File: src/hdl/axv_pkg.sv
`timescale 1ns / 1ps
// Shared types and constants for the ACL extended attribute validator.
// Used by every module under hdl; no dependencies.
package axv_pkg;

  localparam int unsigned WordWidth = 32;
  localparam int unsigned TagWidth  = 16;
  localparam int unsigned PermWidth = 16;
  localparam int unsigned CfgIndexWidth = 2;

  localparam logic [TagWidth-1:0] TAG_USER_OBJ  = 16'd1;
  localparam logic [TagWidth-1:0] TAG_USER      = 16'd2;
  localparam logic [TagWidth-1:0] TAG_GROUP_OBJ = 16'd4;
  localparam logic [TagWidth-1:0] TAG_GROUP     = 16'd8;
  localparam logic [TagWidth-1:0] TAG_MASK      = 16'd16;
  localparam logic [TagWidth-1:0] TAG_OTHER     = 16'd32;

  localparam logic [PermWidth-1:0] PERM_ALLOWED = 16'd7;

  localparam logic [WordWidth-1:0] ExpectedVersionReset = 32'd2;
  localparam logic [WordWidth-1:0] InvalidUserIdReset   = 32'hFFFF_FFFF;
  localparam logic [WordWidth-1:0] InvalidGroupIdReset  = 32'hFFFF_FFFF;

  typedef enum logic [CfgIndexWidth-1:0] {
    CFG_EXPECTED_VERSION = 2'd0,
    CFG_INVALID_USER_ID  = 2'd1,
    CFG_INVALID_GROUP_ID = 2'd2
  } cfg_index_t;

  typedef enum logic {
    ACT_HEADER = 1'b0,
    ACT_ENTRY  = 1'b1
  } action_t;

  typedef enum logic [1:0] {
    STATUS_OK     = 2'd0,
    STATUS_HEADER = 2'd1,
    STATUS_FIELD  = 2'd2,
    STATUS_ORDER  = 2'd3
  } status_t;

  typedef enum logic [2:0] {
    PH_START  = 3'd0,
    PH_USERS  = 3'd1,
    PH_GROUPS = 3'd2,
    PH_MASKED = 3'd3,
    PH_DONE   = 3'd4
  } phase_t;

  typedef struct packed {
    logic                 action;
    logic [WordWidth-1:0] version;
    logic [TagWidth-1:0]  entry_tag;
    logic [PermWidth-1:0] permission;
    logic [WordWidth-1:0] qualifier;
    logic                 last;
  } item_t;

  typedef struct packed {
    logic [1:0] status;
    logic       has_named_entries;
  } result_t;

  typedef struct packed {
    logic [WordWidth-1:0] expected_version;
    logic [WordWidth-1:0] invalid_user_id;
    logic [WordWidth-1:0] invalid_group_id;
  } cfg_t;

endpackage

File: src/hdl/axv_cfg.sv
`timescale 1ns / 1ps
// Configuration register file of the ACL validator.
// Depends on axv_pkg.
module axv_cfg
  import axv_pkg::*;
(
  input  logic                     clk,
  input  logic                     rst,
  input  logic                     cfg_write,
  input  logic [CfgIndexWidth-1:0] cfg_index,
  input  logic [WordWidth-1:0]     cfg_data,
  output cfg_t                     cfg
);

  cfg_t regs;

  always_ff @(posedge clk) begin
    if (rst) begin
      regs.expected_version <= ExpectedVersionReset;
      regs.invalid_user_id  <= InvalidUserIdReset;
      regs.invalid_group_id <= InvalidGroupIdReset;
    end else if (cfg_write) begin
      unique case (cfg_index)
        CFG_EXPECTED_VERSION: regs.expected_version <= cfg_data;
        CFG_INVALID_USER_ID:  regs.invalid_user_id  <= cfg_data;
        CFG_INVALID_GROUP_ID: regs.invalid_group_id <= cfg_data;
        default: ;
      endcase
    end
  end

  assign cfg = regs;

endmodule

File: src/hdl/axv_engine.sv
`timescale 1ns / 1ps
// Per-attribute checking state: field checks, order tracking and status.
// Depends on axv_pkg.
module axv_engine
  import axv_pkg::*;
(
  input  logic    clk,
  input  logic    rst,
  input  logic    step,
  input  item_t   item,
  input  cfg_t    cfg,
  output result_t result
);

  phase_t phase, phase_next;
  logic   named_seen, named_seen_next;
  logic   field_err, field_err_next;
  logic   header_err, header_err_next;
  logic   order_err, order_err_next;

  logic   field_bad;
  logic   order_ok;
  phase_t ph_upd;
  logic   need_upd;

  always_comb begin
    field_bad = 1'b0;
    case (item.entry_tag)
      TAG_USER:  field_bad = (item.qualifier == cfg.invalid_user_id);
      TAG_GROUP: field_bad = (item.qualifier == cfg.invalid_group_id);
      TAG_USER_OBJ, TAG_GROUP_OBJ, TAG_MASK, TAG_OTHER: field_bad = 1'b0;
      default:   field_bad = 1'b1;
    endcase
    if ((item.permission & ~PERM_ALLOWED) != '0) field_bad = 1'b1;
  end

  always_comb begin
    order_ok = 1'b1;
    ph_upd   = phase;
    need_upd = named_seen;
    unique case (phase)
      PH_START: begin
        if (item.entry_tag == TAG_USER_OBJ) ph_upd = PH_USERS;
        else order_ok = 1'b0;
      end
      PH_USERS: begin
        if (item.entry_tag == TAG_USER) need_upd = 1'b1;
        else if (item.entry_tag == TAG_GROUP_OBJ) ph_upd = PH_GROUPS;
        else order_ok = 1'b0;
      end
      PH_GROUPS: begin
        if (item.entry_tag == TAG_GROUP) need_upd = 1'b1;
        else if (item.entry_tag == TAG_MASK) ph_upd = PH_MASKED;
        else if (item.entry_tag == TAG_OTHER && !named_seen) ph_upd = PH_DONE;
        else order_ok = 1'b0;
      end
      PH_MASKED: begin
        if (item.entry_tag == TAG_OTHER) ph_upd = PH_DONE;
        else order_ok = 1'b0;
      end
      default: ;
    endcase
  end

  // state after this item, before closing on last
  phase_t ph_a;
  logic   need_a, ferr_a, herr_a, oerr_a;

  always_comb begin
    if (item.action == ACT_HEADER) begin
      ph_a   = PH_START;
      need_a = 1'b0;
      ferr_a = 1'b0;
      oerr_a = 1'b0;
      herr_a = (item.version != cfg.expected_version);
    end else begin
      ferr_a = field_err | field_bad;
      herr_a = header_err;
      if (order_err) begin
        ph_a   = phase;
        need_a = named_seen;
        oerr_a = 1'b1;
      end else begin
        ph_a   = ph_upd;
        need_a = need_upd;
        oerr_a = !order_ok;
      end
    end
  end

  always_comb begin
    if (herr_a) result.status = STATUS_HEADER;
    else if (ferr_a) result.status = STATUS_FIELD;
    else if (oerr_a || ph_a != PH_DONE) result.status = STATUS_ORDER;
    else result.status = STATUS_OK;
    result.has_named_entries = herr_a ? 1'b0 : need_a;
  end

  always_comb begin
    if (item.last) begin
      phase_next      = PH_START;
      named_seen_next = 1'b0;
      field_err_next  = 1'b0;
      header_err_next = 1'b1;
      order_err_next  = 1'b0;
    end else begin
      phase_next      = ph_a;
      named_seen_next = need_a;
      field_err_next  = ferr_a;
      header_err_next = herr_a;
      order_err_next  = oerr_a;
    end
  end

  always_ff @(posedge clk) begin
    if (rst) begin
      phase      <= PH_START;
      named_seen <= 1'b0;
      field_err  <= 1'b0;
      header_err <= 1'b1;
      order_err  <= 1'b0;
    end else if (step) begin
      phase      <= phase_next;
      named_seen <= named_seen_next;
      field_err  <= field_err_next;
      header_err <= header_err_next;
      order_err  <= order_err_next;
    end
  end

endmodule

File: src/hdl/acl_xattr_validator.sv
`timescale 1ns / 1ps
// Top level of the ACL extended attribute validator.
// Depends on axv_pkg, axv_cfg and axv_engine.
//
// Validates a POSIX ACL attribute sent as one header item followed by entry
// items; one result comes out for each item marked last. The block takes one
// item per clock while no stalled result is waiting: an input register feeds
// the checking logic, whose per attribute state updates once per item, and a
// result register drives the output. A result is valid from the clock edge
// after the one that accepts its item, unless an earlier result is still
// waiting. Stall on the result side, only while a result is waiting, holds
// the result register and the input register; otherwise items keep flowing.
// Configuration must be written only while no item is in flight.
module acl_xattr_validator
  import axv_pkg::*;
(
  input  logic                     clk,
  input  logic                     rst,
  input  logic                     item_valid,
  output logic                     item_stall,
  input  item_t                    item,
  output logic                     result_valid,
  input  logic                     result_stall,
  output result_t                  result,
  input  logic                     cfg_write,
  input  logic [CfgIndexWidth-1:0] cfg_index,
  input  logic [WordWidth-1:0]     cfg_data
);

  cfg_t    cfg;
  logic    s1_valid;
  item_t   s1_item;
  logic    s1_adv;
  logic    accept;
  logic    fire;
  result_t eng_result;
  result_t res_reg;
  logic    res_valid;

  axv_cfg u_cfg (
    .clk       (clk),
    .rst       (rst),
    .cfg_write (cfg_write),
    .cfg_index (cfg_index),
    .cfg_data  (cfg_data),
    .cfg       (cfg)
  );

  axv_engine u_engine (
    .clk    (clk),
    .rst    (rst),
    .step   (fire),
    .item   (s1_item),
    .cfg    (cfg),
    .result (eng_result)
  );

  assign s1_adv     = !res_valid || !result_stall;
  assign item_stall = s1_valid && !s1_adv;
  assign accept     = item_valid && !item_stall;
  assign fire       = s1_valid && s1_adv;

  always_ff @(posedge clk) begin
    if (rst) begin
      s1_valid <= 1'b0;
    end else if (accept) begin
      s1_valid <= 1'b1;
    end else if (s1_adv) begin
      s1_valid <= 1'b0;
    end
  end

  always_ff @(posedge clk) begin
    if (accept) begin
      s1_item <= item;
    end
  end

  always_ff @(posedge clk) begin
    if (rst) begin
      res_valid <= 1'b0;
    end else if (s1_adv) begin
      res_valid <= fire && s1_item.last;
    end
  end

  always_ff @(posedge clk) begin
    if (fire && s1_item.last) begin
      res_reg <= eng_result;
    end
  end

  assign result_valid = res_valid;
  assign result       = res_reg;

endmodule

File: config.mk
export PLATFORM = sky130hd
export DESIGN_NAME = acl_xattr_validator
export DESIGN_NICKNAME = d
export VERILOG_FILES = /design/src/hdl/axv_pkg.sv /design/src/hdl/axv_cfg.sv /design/src/hdl/axv_engine.sv /design/src/hdl/acl_xattr_validator.sv
export SDC_FILE = /design/constraint.sdc
export NUM_CORES = 1
export LEC_CHECK = 0
export ABC_CLOCK_PERIOD_IN_PS = 14700
export BUFFER_PORTS_ARGS = -buffer_cell sky130_fd_sc_hd__buf_2
export CORE_MARGIN = 2
export CORE_UTILIZATION = 60
export DETAILED_ROUTE_END_ITERATION = 16
export PLACE_DENSITY_LB_ADDON = 0.12
export SYNTH_ARGS = -nofsm -noshare
export SYNTH_HDL_FRONTEND = slang
export SYNTH_SLANG_ARGS = --single-unit
File: constraint.sdc
create_clock -name clk -period 14.7 [get_ports clk]
set_clock_uncertainty 0.05 [all_clocks]
set_input_delay 0.735 -clock clk [delete_from_list [all_inputs] [get_ports clk]]
set_output_delay 0.735 -clock clk [all_outputs]
set_load 0.02 [all_outputs]
== Word level (Yosys, flattened, before mapping) ==
Cells that the tools add are included.
Operators by class
  add/subtract/negate cells: 0
  multipliers: 0
  divide/modulo/power cells: 0
  order comparisons: 0
  equality and inequality tests: 15
  shift operators: 0
  multiplexer cells: 38
  bitwise gates (word level): 1
  reductions and logical operators: 21
Operators with widths (count)
  $eq A32 B32 Y1: 2
  $ne A32 B32 Y1: 1
  $mux W3: 10
  $mux W1: 22
  $eq A16 B1 Y1 const B: 1
  $eq A16 B2 Y1 const B: 1
  $eq A16 B3 Y1 const B: 1
  $eq A16 B4 Y1 const B: 1
  $eq A16 B5 Y1 const B: 1
  $eq A16 B6 Y1 const B: 1
  $reduce_bool A16 Y1: 1
  $pmux W3 S4: 1
  $eq A3 B2 Y1 const B: 2
  $logic_not A1 Y1: 6
  $reduce_and A2 Y1: 3
  $logic_and A1 B1 Y1: 5
  $mux W2: 2
  $pmux W1 S4: 1
  $reduce_or A4 Y1: 1
  $eq A3 B1 Y1 const B: 1
  $logic_not A3 Y1: 1
  $ne A3 B3 Y1 const B: 1
  $pmux W1 S3: 1
  $eq A2 B1 Y1 const B: 1
  other kinds (6): 7
Word-level totals
  register bits: 206
  bits in latches: 0
  RAM bits: 0
  ROM bits: 0
  bits of input ports: 137
  output and inout port bits: 5
  word-level logic and storage cells: 93
  memories: 0

== Depth between registers and ports, before layout ==
  depth in word-level cells: 12
  depth in mapped cells: 9
  gate-level depth less buffers: 7

== Modules after synthesis ==
Synthesis repeated with hierarchy kept, for this count alone.
Unflattened totals
  cells, all modules: 778
  area total of the unflattened synthesis: 9033.7 um^2
By module, submodules not included
  axv_cfg: instances 1, cells an instance 383, area each 3876.2 um^2, seq. area each 1921.8 um^2
  acl_xattr_validator: instances 1, cells an instance 113, area each 3126.7 um^2, seq. area each 3072.9 um^2
  axv_engine: instances 1, cells an instance 282, area each 2030.7 um^2, seq. area each 140.1 um^2

== Least setup slack after synthesis ==
Ideal clock, no wire load.
  kind: input -> register
  start: input port result_stall
  end: register s1_item[0] (netlist name) (enable)
  setup time: 0.559 ns
  arrival time: 5.203 ns
  data required time: 14.091 ns
  slack: 8.888 ns
  stages on the path: 2
  buffers on the path: 0
  cells stage by stage: and3_1 > nor2b_1
On the way
  word-level cells in the longest chain between the ends: 6
Ends and longest elaborated chain
  start: declaration: line acl_xattr_validator.sv:23  | input logic result_stall,
  $logic_not A1 Y1: line acl_xattr_validator.sv:58  | assign s1_adv = !res_valid || !result_stall;
  $logic_or A1 B1 Y1: line acl_xattr_validator.sv:58
  $logic_not A1 Y1: line acl_xattr_validator.sv:59  | assign item_stall = s1_valid && !s1_adv;
  $logic_and A1 B1 Y1: line acl_xattr_validator.sv:59
  $logic_not A1 Y1: line acl_xattr_validator.sv:60  | assign accept = item_valid && !item_stall;
  $logic_and A1 B1 Y1: line acl_xattr_validator.sv:60
  named net accept: line acl_xattr_validator.sv:34  | logic accept;
  end signal: assignment: line acl_xattr_validator.sv:75  | s1_item <= item;
  end: declaration: line acl_xattr_validator.sv:32  | item_t s1_item;
The timed path passes the listed nets, and every way through them passes these cells.
A chain may end at the register's enable or synchronous reset.

== Final worst setup path ==
  start: register s1_item[50] (netlist name)
  end: register res_reg (netlist bit result[1]) (data pin)
On the way
  word-level cells in the longest chain between the ends: 12
  elaborated cells on any way between the ends: 37
  those cells by class: eq/ne: 7; mux: 25; bitwise: 1; reduce/logical: 4
Ends and longest elaborated chain
  $eq A16 B6 Y1: line axv_engine.sv:28, axv_engine.sv:54, axv_engine.sv:58
  $logic_and A1 B1 Y1: line axv_engine.sv:54  | else if (item.entry_tag == TAG_OTHER && !named_seen) ph_upd = PH_DONE;
  $mux W3 / $mux W1 (equally long branches): line axv_engine.sv:54
  $mux W3 / $mux W1 (equally long branches): line axv_engine.sv:53  | else if (item.entry_tag == TAG_MASK) ph_upd = PH_MASKED;
  $mux W3 / $mux W1 (equally long branches): line axv_engine.sv:52  | if (item.entry_tag == TAG_GROUP) need_upd = 1'b1;
  $pmux W3 S4 / $pmux W1 S4 (equally long branches): line axv_engine.sv:41  | unique case (phase)
  $mux W3 / $logic_not A1 Y1 (equally long branches): line axv_engine.sv:79, axv_engine.sv:86
  $mux W3 / $mux W1 (equally long branches): line axv_engine.sv:70, axv_engine.sv:79
  $ne A3 B3 Y1 / $mux W1 (equally long branches): line axv_engine.sv:94, axv_engine.sv:70
  $logic_or A1 B1 Y1: line axv_engine.sv:94  | else if (oerr_a || ph_a != PH_DONE) result.status = STATUS_ORDER;
  $mux W2: line axv_engine.sv:94
  $mux W2 *: line axv_engine.sv:93  | else if (ferr_a) result.status = STATUS_FIELD;
  end signal: assignment: line acl_xattr_validator.sv:89  | res_reg <= eng_result;
  end: declaration: line acl_xattr_validator.sv:37  | result_t res_reg;
Every way passes the cells marked *; elsewhere a longest branch is shown, timed or not.

==> metrics.yaml <==
clock_tree:
  clk_pin_slew_worst_paths_ps: 60
  cts_buffers: 22
  insertion_delay_ps: 510
  cts.path.max_buffers: 3
  cts_resized: 0
  post-cts-setup-buffer-count: 0
  htreeDepth: 1
  clock-sinks: 203
  cts_root_buf: "clkbuf_16"
  cts_tree: "done"
  hold_buffers: 0
synthesis:
  synthesis.nets: 932
  syn_area_per_cell_um2: 10.6
  yosysTopAreaCellShare: 0.349
  ys.flop_type: "dfxtp_1"
  yosys_warnings: 0
  synth_area_mm2: 0.00844
  synth_top_area_cell: "edfxtp_1"
  synthCells: 795
  yosysSeqAreaShare: 0.598
  synthTopCellsByArea: "edfxtp_1, dfxtp_1, nand2_1"
  synth-edff-count: 98
  ys_async_sr_fraction: 0
  synth_seq_cells: 203
  ys_types: 60
place:
  place_area_mm2: 0.00927
  hpwl_um: 14000
  gp_congestion: 0.955
  numPortBuffers: 138
pwr:
  p_leak_nw: 4.02
  p_per_area_mw_per_mm2: 127
  peakVddDrop_v: 0.0000877
grt:
  grt_max_degree: 106
  met3_usage: 0.0414
  antenna_found_initial: 0
  grt_pass1_vias: 6175
  grtUsageMet2: 0.455
  grt_pass1_wl_um: 31200
  grt-ovfl-total: 0
  grt-busiest-layer: "met2"
  grt_usage: 0.268
  use_met1: 0.352
floorplan:
  coreArea_mm2: 0.0138
  rows: 43
  pin_count: 142
  dieArea_mm2: 0.0150
  die_w_um: 123
  start_util: 0.610
  fp.dieH_um: 123
sta:
  tightest_slew_ps: 1270
  hold_viol: 0
  max_freq_mhz: 289
  slew_headroom: 0.153
  tns_ps: 0
  setup_viol_count_final: 0
  slew_viol_final: 0
  fin_crit_ps: 3460
  rsz0062_at_grt: "false"
  final.period_utilization: 0.236
critical_path:
  crit_type: "reg -> reg"
  required_ps: 14890
  worstPathArrival_ps: 3650
  critPathLaunchType: "register"
  crit_path_max_fanout: 11
  cp-end-kind: "register"
drt:
  ant_nets: 0
  vias: 6434
  drtPass1Iterations: 5
  wl_um: 20300
  drc: 0
  wl_per_cell_um: 18.1
  vias_per_cell: 5.73
  drt_iter0_drc: 439
hold_path:
  hold_path_class: "in -> reg"
flow_run:
  maxCapViolCount: 0
finish:
  nets: 1063
  antennaDiodeCount: 0
  fill_cells: 1005
  drive_above_1_share: 0.196
  final_common_cell: "nand2_1"
  most-common-layout-cells: "nand2_1, buf_2, dfxtp_1"
  final_design_area_no_fill_mm2: 0.00998
  areaGrowthSynthToFinish_pct: 18.3
run_status:
  status: "complete, no violations"
[cell families (layout without fill, tap and decap cells)]
logic type	after synthesis	count (layout)	share of synthesized area
simple gates	338	338	0.203
flops	203	203	0.598
compound gates	108	108	0.0873
buf+inv	73	220	0.0341
xor+xnor	61	61	0.0633
mux	12	12	0.0144
[layout make-up]
| class | count | area, µm² | area share |
|---|---|---|---|
| Inverter | 36 | 135 | 0.0135 |
| Clock buffer | 27 | 589 | 0.0590 |
| Clock inverter | 13 | 125 | 0.0125 |
| Multi-Input combinational cell | 519 | 3130 | 0.313 |
| Sequential cell | 203 | 5040 | 0.505 |
| Tap cell | 180 | 225 | 0.0226 |
| Timing Repair Buffer | 144 | 736 | 0.0737 |
[worst paths after layout]
check,cells past startpoint,slack (ps),from,endpoint
min,1,350,item[11],s1_item[11]$_DFFE_PP_
max,7,11240,s1_item[50]$_DFFE_PP_,result[1]$_SDFFCE_PP1P_
max reg2reg,7,11240,s1_item[50]$_DFFE_PP_,result[1]$_SDFFCE_PP1P_
min reg2reg,2,420,u_cfg.cfg[87]$_SDFFE_PP0P_,u_cfg.cfg[87]$_SDFFE_PP0P_
[synthesized netlist by cell type, types with 2 or more instances]
cell and instances:
a21boi_0 2, or4_1 4, nor3_1 8, a21oi_1 36, clkbuf_1 30, nor2_1 32
and3b_1 2, o21a_1 3, dfxtp_1 105, nor4_1 17, a31oi_1 2, o22ai_1 10
buf_1 3, o21ai_0 10, inv_1 36, o2bb2ai_1 2, o221ai_1 2, o211a_1 2
nor3b_1 2, o2111ai_1 2, edfxtp_1 98, a2111oi_0 3, a222oi_1 5, a22oi_1 3
nand2_1 168, nand3b_1 54, a211o_1 15, xor2_1 21, nand3_1 5, buf_2 2
nor4b_1 2, nor2b_1 4, nand2b_1 10, and3_1 3, xnor2_1 40, nand4_1 17
and2_1 2, mux2i_1 11
[sequential cells by signal, indices dropped and copies added (netlist names)]
register             cells
u_cfg.cfg               96
s1_item                 95
result                   3
u_engine.phase           3
result_valid             1
s1_valid                 1
u_engine.field_err       1
u_engine.header_err      1
u_engine.named_seen      1
u_engine.order_err       1
[layer usage]
metal	wire length, µm	vias up
met1	8390	3059
li1	-	3070
met2	9960	263
met5	0	-
met4	601	0
met3	1330	42
[where the power goes]
part | internal (W) | switching [W] | leakage [nW] | total [W]
logic | 0.0000411 | 0.0000507 | 1.85 | 0.0000918
registers | 0.000624 | 0.0000199 | 1.81 | 0.000643
clock network | 0.000321 | 0.000216 | 0.351 | 0.000537
[stage by stage]
stage | utilization | hold slack (ps) | worst slack (ps) | power (W) | cells
after global placement | 0.670 | 402 | 11320 | 0.000742 | 1082
after CTS | 0.722 | 332 | 11270 | 0.00128 | 1122
final | 0.722 | 347 | 11240 | 0.00127 | 1122
after detailed placement | 0.670 | 409 | 11300 | 0.000746 | 1082
after floorplan | - | 390 | 8890 | 0.000705 | 795
after global routing | 0.722 | 329 | 11070 | 0.00131 | 1122
[worst max-delay path, stage by stage, from the launching register on]
cell and delay (ps):
edfxtp_1 540, or4b_4 630, nor4_4 640, mux2i_1 270, o221ai_1 130, nor4_1 380, nand4_1 270, a31o_1 290
Power figures use the tool's default switching activity.
